===== src/sv/sle_pkg.sv =====
// -----------------------------------------------------------------------------
// sle_pkg : shared types and constants for the serial line editor FIFO
// Character codes, operation and status codes, and the result record.
// -----------------------------------------------------------------------------
package sle_pkg;

	localparam int FIFO_DEPTH_DEF = 64;
	localparam int LINE_SIZE_DEF  = 64;

	localparam logic [7:0] CH_CR    = 8'h0D;
	localparam logic [7:0] CH_LF    = 8'h0A;
	localparam logic [7:0] CH_BS    = 8'h08;
	localparam logic [7:0] CH_DEL   = 8'h7F;
	localparam logic [7:0] CH_SPACE = 8'h20;

	typedef enum logic [1:0] {
		OP_PUSH    = 2'd0,
		OP_SERVICE = 2'd1,
		OP_READ    = 2'd2,
		OP_UNUSED  = 2'd3
	} op_t;

	typedef enum logic [2:0] {
		ST_NONE      = 3'd0,
		ST_LINE_DONE = 3'd1,
		ST_LINE_OVF  = 3'd2,
		ST_FIFO_OVF  = 3'd3,
		ST_EMPTY     = 3'd4,
		ST_DROPPED   = 3'd5
	} status_t;

	typedef struct packed {
		logic [7:0] echo_char;
		logic       echo_valid;
		status_t    status;
		logic [5:0] line_length;
		logic [7:0] line_byte;
	} res_t;

	// Result slots of one item, emitted lowest first
	localparam int NUM_SLOTS = 6;
	localparam int SL_OVF    = 0;
	localparam int SL_ECHO   = 1;
	localparam int SL_E2     = 2;
	localparam int SL_E3     = 3;
	localparam int SL_E4     = 4;
	localparam int SL_STAT   = 5;

endpackage


===== src/sv/serial_line_editor_fifo_unit.sv =====
// -----------------------------------------------------------------------------
// serial_line_editor_fifo_unit : receive FIFO with terminal line editor
//
// Channel  Dir  Handshake            Payload
// s_*      in   s_tvalid/s_tready    tdata: char_in[7:0] read_index[13:8]; tuser: operation[1:0]
// m_*      out  m_tvalid/m_tready    tdata: echo_char[7:0] line_length[13:8] line_byte[21:14];
//                                    tuser: echo_valid[0] status[3:1]; tlast on final result
// cfg_*    in   cfg_valid/cfg_ready  echo_enable, always ready
//
// An item yields n = 1..5 results: the memory read on accept, the decide step, then
// one result per cycle into the output register while m_tready does not stall it.
// The FIFO and line store are single-port-write RAMs with registered reads.
// Reset is asynchronous and clears pointers, flags and control; no RAM sweep.
// A stalled m_tready holds the output register and the pending results.
// -----------------------------------------------------------------------------
module serial_line_editor_fifo_unit #(
	parameter int FIFO_DEPTH = sle_pkg::FIFO_DEPTH_DEF,
	parameter int LINE_SIZE  = sle_pkg::LINE_SIZE_DEF
) (
	input  logic        clk,
	input  logic        arst_n,
	input  logic        s_tvalid,
	output logic        s_tready,
	input  logic [15:0] s_tdata,   // char_in[7:0], read_index[13:8]
	input  logic [1:0]  s_tuser,   // operation[1:0]
	output logic        m_tvalid,
	input  logic        m_tready,
	output logic [23:0] m_tdata,   // echo_char[7:0], line_length[13:8], line_byte[21:14]
	output logic [3:0]  m_tuser,   // echo_valid[0], status[3:1]
	output logic        m_tlast,
	input  logic        cfg_valid,
	output logic        cfg_ready,
	input  logic        cfg_data   // echo_enable
);

	localparam int PW = $clog2(FIFO_DEPTH);
	localparam int LW = $clog2(LINE_SIZE);
	localparam int NS = sle_pkg::NUM_SLOTS;
	localparam int SW = $clog2(NS);

	typedef enum logic [2:0] {
		S_IDLE   = 3'b001,
		S_DECIDE = 3'b010,
		S_EMIT   = 3'b100
	} state_t;

	state_t state_q;

	logic [7:0] fifo_mem [FIFO_DEPTH];
	logic [7:0] line_mem [LINE_SIZE];

	logic [PW-1:0] wptr_q, rptr_q, wptr_d, rptr_d;
	logic [LW-1:0] pos_q, pos_d;
	logic          ovf_q, ovf_d;
	logic          echo_en_q;

	sle_pkg::op_t  op_q;
	logic [7:0]    char_q;
	logic          idx_ok_q;
	logic [7:0]    fifo_rd_s1, line_rd_s1;

	sle_pkg::res_t slot_q [NS];
	sle_pkg::res_t slot_d [NS];
	logic [NS-1:0] pend_q, pend_d;

	sle_pkg::res_t out_q;
	logic          out_valid_q, out_last_q;

	logic          accept, load, fifo_we, line_we;
	logic [31:0]   idx_w;
	logic [LW-1:0] line_ra, pos_eff;
	logic [PW-1:0] wnext, rnext;
	logic          have, is_nl, is_bs, pos_nz;
	logic [31:0]   pos_w;
	logic [SW-1:0] pick_idx;
	logic [NS-1:0] pick_oh, rest;

	assign accept    = s_tvalid && s_tready;
	assign s_tready  = (state_q == S_IDLE);
	assign cfg_ready = 1'b1;

	assign idx_w   = 32'(s_tdata[13:8]);
	assign line_ra = idx_w[LW-1:0];

	assign wnext = (wptr_q == PW'(FIFO_DEPTH - 1)) ? '0 : wptr_q + 1'b1;
	assign rnext = (rptr_q == PW'(FIFO_DEPTH - 1)) ? '0 : rptr_q + 1'b1;
	assign have  = (wptr_q != rptr_q);

	// a pending overflow clears the line before the popped byte is edited
	assign pos_eff = ovf_q ? '0 : pos_q;
	assign pos_nz  = (pos_eff != '0);
	assign pos_w   = 32'(pos_eff);
	assign is_nl   = (fifo_rd_s1 == sle_pkg::CH_CR) || (fifo_rd_s1 == sle_pkg::CH_LF);
	assign is_bs   = (fifo_rd_s1 == sle_pkg::CH_BS) || (fifo_rd_s1 == sle_pkg::CH_DEL);

	always_comb begin
		for (int i = 0; i < NS; i++) begin
			slot_d[i] = '0;
		end
		pend_d  = '0;
		wptr_d  = wptr_q;
		rptr_d  = rptr_q;
		ovf_d   = ovf_q;
		pos_d   = pos_q;
		fifo_we = 1'b0;
		line_we = 1'b0;
		slot_d[sle_pkg::SL_OVF].status      = sle_pkg::ST_FIFO_OVF;
		slot_d[sle_pkg::SL_ECHO].echo_char  = fifo_rd_s1;
		slot_d[sle_pkg::SL_ECHO].echo_valid = 1'b1;
		slot_d[sle_pkg::SL_E2].echo_valid   = 1'b1;
		slot_d[sle_pkg::SL_E3].echo_valid   = 1'b1;
		slot_d[sle_pkg::SL_E4].echo_valid   = 1'b1;
		slot_d[sle_pkg::SL_E2].echo_char    = is_nl ? sle_pkg::CH_CR : sle_pkg::CH_BS;
		slot_d[sle_pkg::SL_E3].echo_char    = is_nl ? sle_pkg::CH_LF : sle_pkg::CH_SPACE;
		slot_d[sle_pkg::SL_E4].echo_char    = sle_pkg::CH_BS;
		case (op_q)
			sle_pkg::OP_PUSH: begin
				pend_d[sle_pkg::SL_STAT] = 1'b1;
				if (wnext == rptr_q) begin
					ovf_d = 1'b1;
					slot_d[sle_pkg::SL_STAT].status = sle_pkg::ST_DROPPED;
				end else begin
					fifo_we = 1'b1;
					wptr_d  = wnext;
				end
			end
			sle_pkg::OP_SERVICE: begin
				if (have) begin
					rptr_d = rnext;
				end
				if (ovf_q) begin
					wptr_d = '0;
					rptr_d = '0;
					ovf_d  = 1'b0;
					pos_d  = '0;
					pend_d[sle_pkg::SL_OVF] = 1'b1;
				end
				if (have) begin
					pend_d[sle_pkg::SL_ECHO] = echo_en_q;
					if (is_nl) begin
						pos_d = '0;
						pend_d[sle_pkg::SL_E2] = echo_en_q;
						pend_d[sle_pkg::SL_E3] = echo_en_q;
						if (pos_nz) begin
							pend_d[sle_pkg::SL_STAT] = 1'b1;
							slot_d[sle_pkg::SL_STAT].status      = sle_pkg::ST_LINE_DONE;
							slot_d[sle_pkg::SL_STAT].line_length = pos_w[5:0];
						end
					end else if (is_bs) begin
						if (pos_nz) begin
							pos_d = pos_eff - 1'b1;
							pend_d[sle_pkg::SL_E2] = echo_en_q;
							pend_d[sle_pkg::SL_E3] = echo_en_q;
							pend_d[sle_pkg::SL_E4] = echo_en_q;
						end
					end else if (pos_eff < LW'(LINE_SIZE - 1)) begin
						line_we = 1'b1;
						pos_d   = pos_eff + 1'b1;
					end else begin
						pos_d = '0;
						pend_d[sle_pkg::SL_STAT] = 1'b1;
						slot_d[sle_pkg::SL_STAT].status = sle_pkg::ST_LINE_OVF;
					end
				end else if (!ovf_q) begin
					pend_d[sle_pkg::SL_STAT] = 1'b1;
					slot_d[sle_pkg::SL_STAT].status = sle_pkg::ST_EMPTY;
				end
			end
			sle_pkg::OP_READ: begin
				pend_d[sle_pkg::SL_STAT] = 1'b1;
				slot_d[sle_pkg::SL_STAT].line_byte = idx_ok_q ? line_rd_s1 : 8'h00;
			end
			default: begin
				pend_d[sle_pkg::SL_STAT] = 1'b1;
			end
		endcase
		// nothing else to report: one blank result
		if (pend_d == '0) begin
			pend_d[sle_pkg::SL_STAT] = 1'b1;
		end
	end

	// lowest pending slot goes out next
	always_comb begin
		pick_idx = '0;
		for (int i = NS - 1; i >= 0; i--) begin
			if (pend_q[i]) begin
				pick_idx = SW'(i);
			end
		end
		pick_oh = NS'(1) << pick_idx;
		rest    = pend_q & ~pick_oh;
	end

	assign load = (state_q == S_EMIT) && (!out_valid_q || m_tready);

	// RAMs: read ports sampled on accept, writes from the decide cycle
	always_ff @(posedge clk) begin
		if (accept) begin
			fifo_rd_s1 <= fifo_mem[rptr_q];
			line_rd_s1 <= line_mem[line_ra];
		end
		if (state_q == S_DECIDE && fifo_we) begin
			fifo_mem[wptr_q] <= char_q;
		end
		if (state_q == S_DECIDE && line_we) begin
			line_mem[pos_eff] <= fifo_rd_s1;
		end
	end

	always_ff @(posedge clk) begin
		if (accept) begin
			op_q     <= sle_pkg::op_t'(s_tuser);
			char_q   <= s_tdata[7:0];
			idx_ok_q <= (idx_w < LINE_SIZE);
		end
		if (state_q == S_DECIDE) begin
			for (int i = 0; i < NS; i++) begin
				slot_q[i] <= slot_d[i];
			end
		end
		if (load) begin
			out_q      <= slot_q[pick_idx];
			out_last_q <= (rest == '0);
		end
	end

	always_ff @(posedge clk or negedge arst_n) begin
		if (!arst_n) begin
			state_q     <= S_IDLE;
			wptr_q      <= '0;
			rptr_q      <= '0;
			pos_q       <= '0;
			ovf_q       <= 1'b0;
			echo_en_q   <= 1'b1;
			pend_q      <= '0;
			out_valid_q <= 1'b0;
		end else begin
			if (cfg_valid && cfg_ready) begin
				echo_en_q <= cfg_data;
			end
			if (load) begin
				out_valid_q <= 1'b1;
			end else if (out_valid_q && m_tready) begin
				out_valid_q <= 1'b0;
			end
			case (state_q)
				S_IDLE: begin
					if (accept) begin
						state_q <= S_DECIDE;
					end
				end
				S_DECIDE: begin
					wptr_q  <= wptr_d;
					rptr_q  <= rptr_d;
					pos_q   <= pos_d;
					ovf_q   <= ovf_d;
					pend_q  <= pend_d;
					state_q <= S_EMIT;
				end
				S_EMIT: begin
					if (load) begin
						pend_q <= rest;
						if (rest == '0) begin
							state_q <= S_IDLE;
						end
					end
				end
				default: begin
					state_q <= S_IDLE;
				end
			endcase
		end
	end

	assign m_tvalid = out_valid_q;
	assign m_tlast  = out_last_q;
	assign m_tdata  = {2'b00, out_q.line_byte, out_q.line_length, out_q.echo_char};
	assign m_tuser  = {out_q.status, out_q.echo_valid};

endmodule


===== config.mk =====
export PLATFORM = sky130hd
export DESIGN_NAME = serial_line_editor_fifo_unit
export DESIGN_NICKNAME = d
export VERILOG_FILES = /design/src/sv/sle_pkg.sv /design/src/sv/serial_line_editor_fifo_unit.sv
export SDC_FILE = /design/constraint.sdc
export NUM_CORES = 1
export LEC_CHECK = 0
export BUFFER_PORTS_ARGS = -buffer_cell sky130_fd_sc_hd__buf_2
export CORE_MARGIN = 1.5
export CORE_UTILIZATION = 60
export CTS_CLUSTER_DIAMETER = 80
export DETAILED_ROUTE_END_ITERATION = 10
export PLACE_DENSITY = 0.77
export SLEW_MARGIN = 10
export SYNTH_ARGS = -nofsm -noshare
export SYNTH_HDL_FRONTEND = slang
export SYNTH_SLANG_ARGS = --single-unit

===== constraint.sdc =====
create_clock -name clk -period 4.1 [get_ports clk]
set_input_delay 0.82 -clock clk [delete_from_list [all_inputs] [get_ports clk]]
set_output_delay 0.82 -clock clk [all_outputs]
set_load 0.01 [all_outputs]

==> metrics.log <==
INFO  metric chipWidth = 276 um
INFO  metric critPathLaunchType = flop
INFO  metric place.port_buffers = 50
INFO  metric most-common-layout-cells = 1104 x sky130_fd_sc_hd__edfxtp_1, 257 x sky130_fd_sc_hd__mux4_2, 168 x sky130_fd_sc_hd__nor2_1, 141 x sky130_fd_sc_hd__buf_4, 110 x sky130_fd_sc_hd__clkbuf_16
INFO  metric pin_slew_with_the_least_headroom_to_its_limit = approximately 1.3 ns
INFO  metric insertion_delay = between 0.6 and 0.7 ns
INFO  metric post_cts.repair.setup_buffers = 0
INFO  metric initial_standard_cell_utilization_of_the_core = 0.604
INFO  metric die_y = 276 um
INFO  metric fin_crit_sh = 0.905
INFO  metric holdBufCountCts = 0
INFO  metric critPathMaxStageDelay = 0.73 ns
INFO  metric syn_avg_cell_area = 19.9 um^2
INFO  metric syn-cell-area = 0.0448 mm^2
INFO  metric ys_async_sr_fraction = 0.0265
INFO  metric routed-via-count = 22512
INFO  metric p_leak = 16.1 nW
INFO  metric htree_num_levels = 3
INFO  metric placementRows = 100
INFO  metric place.gp.congestion = 0.898
INFO  metric cp_num_cells = 8
INFO  metric finalHoldWorstSlack = 0.218 ns
INFO  metric clock_sinks = 1134
INFO  metric crit_start = wptr_q[1]
INFO  metric antenna_nets_post_route = 0
INFO  metric synthesis.instances = 2257
INFO  metric detail_route.wirelength = 96400 um
INFO  metric setup_total_negative_slack = 0 ns
INFO  metric tritoncts_clock_tree = built
INFO  metric clock_power_share = 0.345
INFO  metric hold_viol = 0
INFO  metric number_of_synthesized_register_bits = 1134
INFO  metric synth_sequential_area_ratio = 0.756
INFO  metric worst_hold_path_type = in2async
INFO  metric max-clock-path-buffers = 3
INFO  metric reg2reg_slack = approximately 0.39 ns
INFO  metric timing.max_cap.violations = 0
INFO  metric max_clock_freq = roughly 270 MHz
INFO  metric syn2layout_area_growth = 12.0%
INFO  metric design_power_total = about 27 mW
INFO  metric cts-resized-gates = 0
INFO  metric slew_headroom = 0.163
INFO  metric n_fill_cell = about 4500
INFO  metric fin_nets = 2454
INFO  metric grt_setup_unrepaired = false
INFO  metric core_region_area = 0.0742 mm^2
INFO  metric cp.arrival = ~4.0 ns
INFO  metric grt_pass1_wl = 145000 um
INFO  metric drt_first_pass_iters = 6
INFO  metric final_layout_size_suffix_gt1_frac = 0.252
INFO  metric power_density = 545 mW/mm^2
INFO  metric synth_edf_count = roughly 1100
INFO  metric hpwlAfterDp = 58500 um
INFO  metric post_drt_via_cell_ratio = 6.46
INFO  metric io-pin-count = between 50 and 60
INFO  metric switching_power = 6.90 mW
INFO  metric crit_chain = ha_1 > a21oi_1 > o21ai_0 > o31ai_1 > xnor2_1 > and3_1 > or3_1 > nor2_1
INFO  metric cell_internal_pwr = 20.5 mW
INFO  metric cts.reportedPaths.clkPinSlew = 0.06 ns
INFO  metric timing.critical_path.max_delay_family = simple AND/OR/NAND/NOR gates
INFO  metric share_of_total_power_in_sequential_cells = 0.510
INFO  metric grt_pass1_vias = between 20000 and 25000
INFO  metric critPathCapture = fifo_mem[23][5]
INFO  metric post-synth-top-area-fraction = 0.739
INFO  metric numCtsBuffers = 106
INFO  metric worstRegToRegCells = 8
INFO  metric final.min_clock_period = 3.71 ns
INFO  metric mostFrequentLayoutCell = sky130_fd_sc_hd__edfxtp_1
INFO  metric route.detailed.drc = 0
INFO  metric yosys-top-cells-area = sky130_fd_sc_hd__edfxtp_1 74%, sky130_fd_sc_hd__mux4_2 13%, sky130_fd_sc_hd__mux2i_1 2.1%, sky130_fd_sc_hd__dfrtp_1 1.6%, sky130_fd_sc_hd__nor2_1 1.4%
INFO  metric critPathMaxFanout = 18
INFO  metric clockRootBuffer = sky130_fd_sc_hd__clkbuf_16
INFO  metric power.combinational.fraction = 0.145
INFO  metric ys_types = 66
INFO  metric grt_use_total = 0.257
INFO  metric power.share.switching = 0.252
INFO  metric total_die_area = 0.0764 mm^2
INFO  metric cp_num_buf_inv = 0
INFO  metric crit_path_top_delay_cell = sky130_fd_sc_hd__nor2_1
INFO  metric worst-endpoint-required = approximately 4.4 ns
INFO  metric grt_start_max_net_pins = roughly 120
INFO  metric antenna_found_initial = 0
INFO  metric final_max_slew_viol_count = 0
INFO  metric drt_first_iter_violations = 2636
INFO  metric globalRoute.totalOverflow = 0
INFO  metric setup_crit_path_kind = reg2reg
INFO  metric postSynth.topFlopCell = sky130_fd_sc_hd__edfxtp_1
INFO  metric r2r_start = wptr_q[1]
INFO  metric setup_viol = 0
INFO  metric wl_per_cell = 27.7 um
INFO  metric reg2reg_end = fifo_mem[23][5]
INFO  metric synth.yosys.warnings = 0
INFO  metric endpoint_kind = flop
INFO  metric finClkSkew = 0.0294 ns
INFO  metric outcome = finished, final reports clean
INFO  metric power.ir.vdd_worst = 0.000463 V
INFO  metric synth.largest_area_cell = sky130_fd_sc_hd__edfxtp_1
-- worst register-to-register path, cell delays in order, from the launching register on --
cell and delay, ns:
sky130_fd_sc_hd__dfrtp_1 0.58, sky130_fd_sc_hd__ha_1 0.35, sky130_fd_sc_hd__a21oi_1 0.07, sky130_fd_sc_hd__o21ai_0 0.26, sky130_fd_sc_hd__o31ai_1 0.13, sky130_fd_sc_hd__xnor2_1 0.16
sky130_fd_sc_hd__and3_1 0.37, sky130_fd_sc_hd__or3_1 0.68, sky130_fd_sc_hd__nor2_1 0.73
-- registers in the layout, summed over array words and instances, names as in the netlist, 2 cells and up --
| register | count |
|---|---|
| pend_q | 6 |
| line_mem | 512 |
| pos_q | 6 |
| wptr_q | 6 |
| state_q | 3 |
| fifo_mem | 512 |
| fifo_rd_s1 | 8 |
| m_tdata | 22 |
| slot_q | 27 |
| char_q | 8 |
| op_q | 2 |
| line_rd_s1 | 8 |
| m_tuser | 4 |
| rptr_q | 6 |
-- worst min path at each step --
stage / from / end / slack, ns / cells after the start
2_1_floorplan: slot_q[5][10] / m_tdata[10] / 0.50 / 1
5_1_grt: arst_n / pend_q[2] / 0.25 / 1
3_5_place_dp: slot_q[5][7] / m_tdata[21] / 0.51 / 1
4_1_cts: arst_n / m_tvalid / 0.21 / 1
6_report: arst_n / state_q[1] / 0.22 / 1
3_3_place_gp: slot_q[5][16] / m_tuser[3] / 0.50 / 1
-- metrics by stage --
step	cell area, um^2	std cells	setup slack [ns]	util
after CTS	50200	3483	0.431	0.677
after global placement	46900	3287	0.546	0.632
final	50200	3484	0.392	0.677
after floorplan	44800	2258	0.659	-
after detailed placement	46900	3287	0.443	0.632
after global routing	50200	3483	0.174	0.677
-- routing by layer --
layer,global-route usage,share of wire,up-vias
li1,-,-,9556
met1,0.345,0.38,11634
met2,0.433,0.51,1122
met3,0.0377,0.071,200
met4,0.0953,0.038,0
met5,0,0,-
-- kinds of logic (layout without fill, tap and decap cells) --
group	after synthesis	count (layout)	share of synthesized area
flops	1134	1134	0.756
other cells	2	4	0.000167
compound gates	184	184	0.0276
xor+xnor	13	13	0.00254
buf+inv	149	405	0.0146
fa+ha+maj	5	5	0.00134
simple gates	406	406	0.0443
mux	364	364	0.153
-- layout make-up --
class / count / area (um^2) / share of cell area
diodes: 1 / 2.50 / 0.0000498
inverters: 15 / 56.3 / 0.00112
well taps: 969 / 1210 / 0.0241
clock inverters: 57 / 469 / 0.00934
repair buffers: 194 / 1410 / 0.0280
flip-flops and latches: 1134 / 33900 / 0.675
multi-input cells: 975 / 10300 / 0.205
clock buffers: 139 / 2890 / 0.0576
-- power by group through the flow --
| stage | clock (mW) | sequential (mW) | combinational, mW |
|---|---|---|---|
| CTS | 9.56 | 14.0 | 3.98 |
| global placement | 0 | 14.2 | 3.80 |
| global route | 9.99 | 14.0 | 4.23 |
| detailed placement | 0 | 14.2 | 3.95 |
| finish | 9.45 | 14.0 | 3.96 |
| floorplan | 0 | 14.4 | 2.38 |
-- synthesized netlist by cell type, drive strengths merged (7+ instances only) --
| cell type | count |
|---|---|
| mux2 | 12 |
| a211oi | 8 |
| or4 | 7 |
| nand2 | 58 |
| clkbuf | 62 |
| and2 | 33 |
| buf | 72 |
| or3 | 11 |
| nor2b | 22 |
| nand4 | 11 |
| dfrtp | 28 |
| inv | 15 |
| mux4 | 257 |
| a22o | 8 |
| a221oi | 15 |
| a21oi | 37 |
| edfxtp | 1104 |
| nor2 | 178 |
| xnor2 | 10 |
| nand2b | 12 |
| o22ai | 12 |
| mux2i | 95 |
| nand3 | 26 |
| nor3 | 18 |
| a22oi | 16 |
| o21ai | 47 |
Power figures use the tool's default switching activity.
